--- src/design/mts_ram.sv ---
// ----------------------------------------------------------------------------
// mts_ram
// Simple dual-port RAM: one write port, one read port, registered read data.
// ----------------------------------------------------------------------------
`timescale 1ns / 1ps

module mts_ram #(
    parameter int DEPTH = 128,
    parameter int WIDTH = 32,
    parameter int AW    = $clog2(DEPTH)
) (
    input  logic             i_clk,
    input  logic             i_we,
    input  logic [AW-1:0]    i_waddr,
    input  logic [WIDTH-1:0] i_wdata,
    input  logic             i_re,
    input  logic [AW-1:0]    i_raddr,
    output logic [WIDTH-1:0] o_rdata
);

    logic [WIDTH-1:0] r_mem [DEPTH];
    logic [WIDTH-1:0] r_rdata;

    always_ff @(posedge i_clk) begin
        if (i_we) begin
            r_mem[i_waddr] <= i_wdata;
        end
    end

    always_ff @(posedge i_clk) begin
        if (i_re) begin
            r_rdata <= r_mem[i_raddr];
        end
    end

    assign o_rdata = r_rdata;

endmodule

--- config.mk ---
export PLATFORM = sky130hd
export DESIGN_NAME = mts_ram
export DESIGN_NICKNAME = d
export VERILOG_FILES = /design/src/design/mts_ram.sv
export SDC_FILE = /design/constraint.sdc
export NUM_CORES = 2
export LEC_CHECK = 0
export BUFFER_PORTS_ARGS = -buffer_cell sky130_fd_sc_hd__buf_2
export CORE_MARGIN = 2
export CORE_UTILIZATION = 63
export DETAILED_ROUTE_END_ITERATION = 16
export PLACE_DENSITY = 0.84
export SLEW_MARGIN = 30
export SYNTH_ARGS = -nofsm -noshare
export SYNTH_HDL_FRONTEND = slang
export SYNTH_SLANG_ARGS = --single-unit
--- constraint.sdc ---
create_clock -name i_clk -period 4.08 [get_ports i_clk]
set_input_delay 0.408 -clock i_clk [delete_from_list [all_inputs] [get_ports i_clk]]
set_output_delay 0.408 -clock i_clk [all_outputs]
set_load 0.01 [all_outputs]
# After elaboration in Yosys (flattened, before gate mapping)
# Memory sizes are Yosys's and may differ from the RTL's. A register that Yosys moved wholly into a read port is not among the register bits.
# Cells that the tools add are included.
# word_totals
input_bits	49
ram_bits	4096
word_cells	3
register_bits	0
mem_count	1
# classes
muxes	2
# mem_list
memory	depth	width	read_ports	rd_ports_with_merged_regs	wr	line_no	rtl
r_mem	128	32	1	1	1	21	logic [WIDTH-1:0] r_mem [DEPTH];
# op_table
cell	n
$mux 1	2

# Logic depth before layout (Yosys ltp)
# depth
depth_word	2
mapped_depth	8
ltp_nobuf	4

# Least setup slack after synthesis
# No wires, ideal clock.
# synth_timing
path_kind	input to register
start	in i_we
end	mem r_mem[98][0], enable pin
arrival_ps	3186
path_stages	3
t_required_ps	3619
setup_slack_ps	433
cell_sequence	clkbuf_1 nand4_1 nor3_1
# synth_via
elab_chain_cells	2
# synth_lines
item	line_no	rtl
start, declared	13	input logic i_we,
$mux 1	25	if (i_we) begin
$mux 1 (not written as such)	26	r_mem[i_waddr] <= i_wdata;
end, declared	21	
# Every way passes these cells.

==> flow_summary.json <==
{
  "max_freq_mhz": 327,
  "leakage_nw": 54.7,
  "grt_use_total_pct": 42.1,
  "critPathMaxStageDelay_ns": 0.73,
  "clk_pin_slew_ns": 0.07,
  "clock_path_buffers": 4,
  "worst_slack_ns": 1.03,
  "period_needed_ns": 3.05,
  "fin_nets": 6585,
  "gp_congestion": 0.851,
  "setup_viol": 0,
  "rsz0062_at_grt": "false",
  "worst-r2r-setup-slack_ns": 1.03,
  "worstSetupPathType": "reg2reg",
  "antenna_found_initial": 83,
  "dieArea_um2": 253000,
  "synthCells": 5990,
  "cts_root_buffer": "clkbuf_16",
  "via_count": 84000,
  "layout.filler_cells": 11900,
  "synth_top_flop_cell": "edfxtp_1",
  "violations": "negative hold slack",
  "hold_start": "i_wdata[26]",
  "dr.pass1.iters": 8,
  "drv_slew": 0,
  "io_buffers": 80,
  "cp_cell_sequence": "mux4_2 > mux4_2 > mux4_2 > mux2_2",
  "r2r_start": "r_mem[20][21]",
  "drc": 0,
  "crit_path_frequent_cell": "mux4_2",
  "wl_per_cell_um": 51.5,
  "grt_max_degree": 113,
  "crit_path_top_delay_cell": "mux4_2",
  "worstPathMaxFanout": 2,
  "num_rows": 183,
  "synth.distinct_cells": 16,
  "numCtsBuffers": 398,
  "hold_viol": 37,
  "whs_path_depth": 1,
  "holdCritPathClass": "in2reg",
  "cp-end-kind": "flip-flop",
  "cap_violations": 0,
  "drt_iter0_drc": 18800,
  "relSlewSlack_pct": 25.7,
  "start_util_pct": 63.2,
  "path_buf_inv": 0,
  "arrival_ns": 3.82,
  "critPathRequiredTime_ns": 4.85,
  "grt_pass1_vias": 80300,
  "clock_latency_ns": 1.05,
  "cts_tree": "done",
  "peakVddDrop_mv": 0.373,
  "grt_pass1_wl_mm": 708,
  "r2r-end": "o_rdata[21]",
  "synthArstFlopShare_pct": 0,
  "power_density_nw_per_um2": 505,
  "netlist_area_um2": 157000,
  "finish.instance_area_um2": 177000,
  "totalWireLength_mm": 525,
  "ys_seq_area_share_pct": 79.2,
  "cts-resized-gates": 0,
  "worst_r2r_path_depth": 4,
  "post-route-period-util_pct": 74.8,
  "status": "finished with violations",
  "dpl_cell_area_um2": 165000,
  "htree_num_levels": 5,
  "clock_skew_ns": 0.0505,
  "post-place-ws_ns": 0.200,
  "drive_gt1_share_pct": 36.4,
  "worstMarginPinSlew_ns": 1.11,
  "globalRouteOverflowTotal": 0,
  "die_height_um": 503,
  "ant_nets": 0,
  "critPathLaunchType": "flip-flop",
  "worst_hold_path.endpoint": "r_mem[51][26]",
  "fin_setup_tns_ns": 0,
  "ys_warn_count": 0,
  "synth_edf_count": 4128,
  "syn_nets": 6039,
  "critPathTopFamily": "multiplexers",
  "hold_ws_ns": -0.0198,
  "syn_to_final_growth_pct": 13.3,
  "io_pins": 81,
  "mostFrequentLayoutCell": "edfxtp_1",
  "clock_sinks": 4128,
  "ys_seq_elements": 4128,
  "core_area_um2": 248000,
  "avgSynthCellArea_um2": 26.1,
  "hpwl_mm": 262,
  "dieWidth_um": 503,
  "layout_common_cells": "edfxtp_1, mux4_2, clkbuf_16",
  "viasPerCell": 8.24
}
## Yosys cell counts, types with 7 or more instances
| cell | n | share of area, % |
|---|---|---|
| nand2_1 | 14 | 0.034 |
| mux2_2 | 32 | 0.23 |
| nor2b_1 | 7 | 0.028 |
| nand3_1 | 12 | 0.038 |
| buf_2 | 79 | 0.25 |
| edfxtp_1 | 4128 | 79 |
| nor2_1 | 122 | 0.29 |
| nor3_1 | 9 | 0.029 |
| buf_1 | 50 | 0.12 |
| clkbuf_1 | 182 | 0.44 |
| mux4_2 | 1344 | 19 |
## metrics by stage
step | power (mW) | hold slack [ns] | instances | util [%]
4_1_cts | 89.1 | 0.00499 | 10100 | 71.4
3_5_place_dp | 52.5 | 0.850 | 9440 | 66.4
6_report | 89.7 | -0.0198 | 10200 | 71.6
2_1_floorplan | 50.1 | 0.507 | 5990 | -
3_3_place_gp | 52.2 | 0.861 | 9438 | 66.3
5_1_grt | 90.7 | -0.00289 | 10200 | 71.6
## cell type report
type	count	area [um^2]	area share (%)
Sequential cell	4128	124000	69.8
Multi-Input combinational cell	1546	32300	18.2
Clock buffer	478	10400	5.84
Timing Repair Buffer	462	4550	2.56
Tap cell	3330	4170	2.35
Clock inverter	221	2070	1.17
Antenna cell	32	80.1	0.0451
## worst max path at each step
| stage | cells past startpoint | start | slack (ns) | to |
|---|---|---|---|---|
| floorplan | 3 | i_we | 0.43 | r_mem[98][0] |
| global placement | 8 | i_raddr[0] | 0.28 | o_rdata[15] |
| detailed placement | 8 | i_raddr[0] | 0.20 | o_rdata[15] |
| CTS | 8 | i_raddr[0] | 1.16 | o_rdata[20] |
| global route | 8 | i_raddr[0] | 1.06 | o_rdata[20] |
| finish | 4 | r_mem[20][21] | 1.03 | o_rdata[21] |
## registers in the layout (all words and copies together) (netlist names)
signal and count:
r_mem 4096, o_rdata 32
## per-layer routing
| metal | vias up | routed length [um] | track usage, % | part of all wire (%) |
|---|---|---|---|---|
| li1 | 27500 | - | - | - |
| met1 | 42800 | 153000 | 53.7 | 29 |
| met2 | 11200 | 242000 | 63.2 | 46 |
| met3 | 2374 | 89000 | 15.4 | 17 |
| met4 | 72 | 40700 | 24.4 | 7.8 |
| met5 | - | 457 | 0 | 0.087 |
## report_power, final
group / leakage, nW / switching (mW) / internal, mW
combinational: 11.5 / 3.26 / 1.82
clock: 6.05 / 17.1 / 20.4
sequential: 37.1 / 0.168 / 46.9
## what timing repair did
action,in CTS,in global routing
hold buffers,8,15
endpoints found under the hold margin,122,300
setup buffers,0,0
## cell families after synthesis
family,count (synthesis),synth area share [%]
muxes,1376,19.6
buffers and inverters,316,0.837
and+or+nand+nor,170,0.445
DFF,4128,79.2
(Power assumes the default switching activity.)
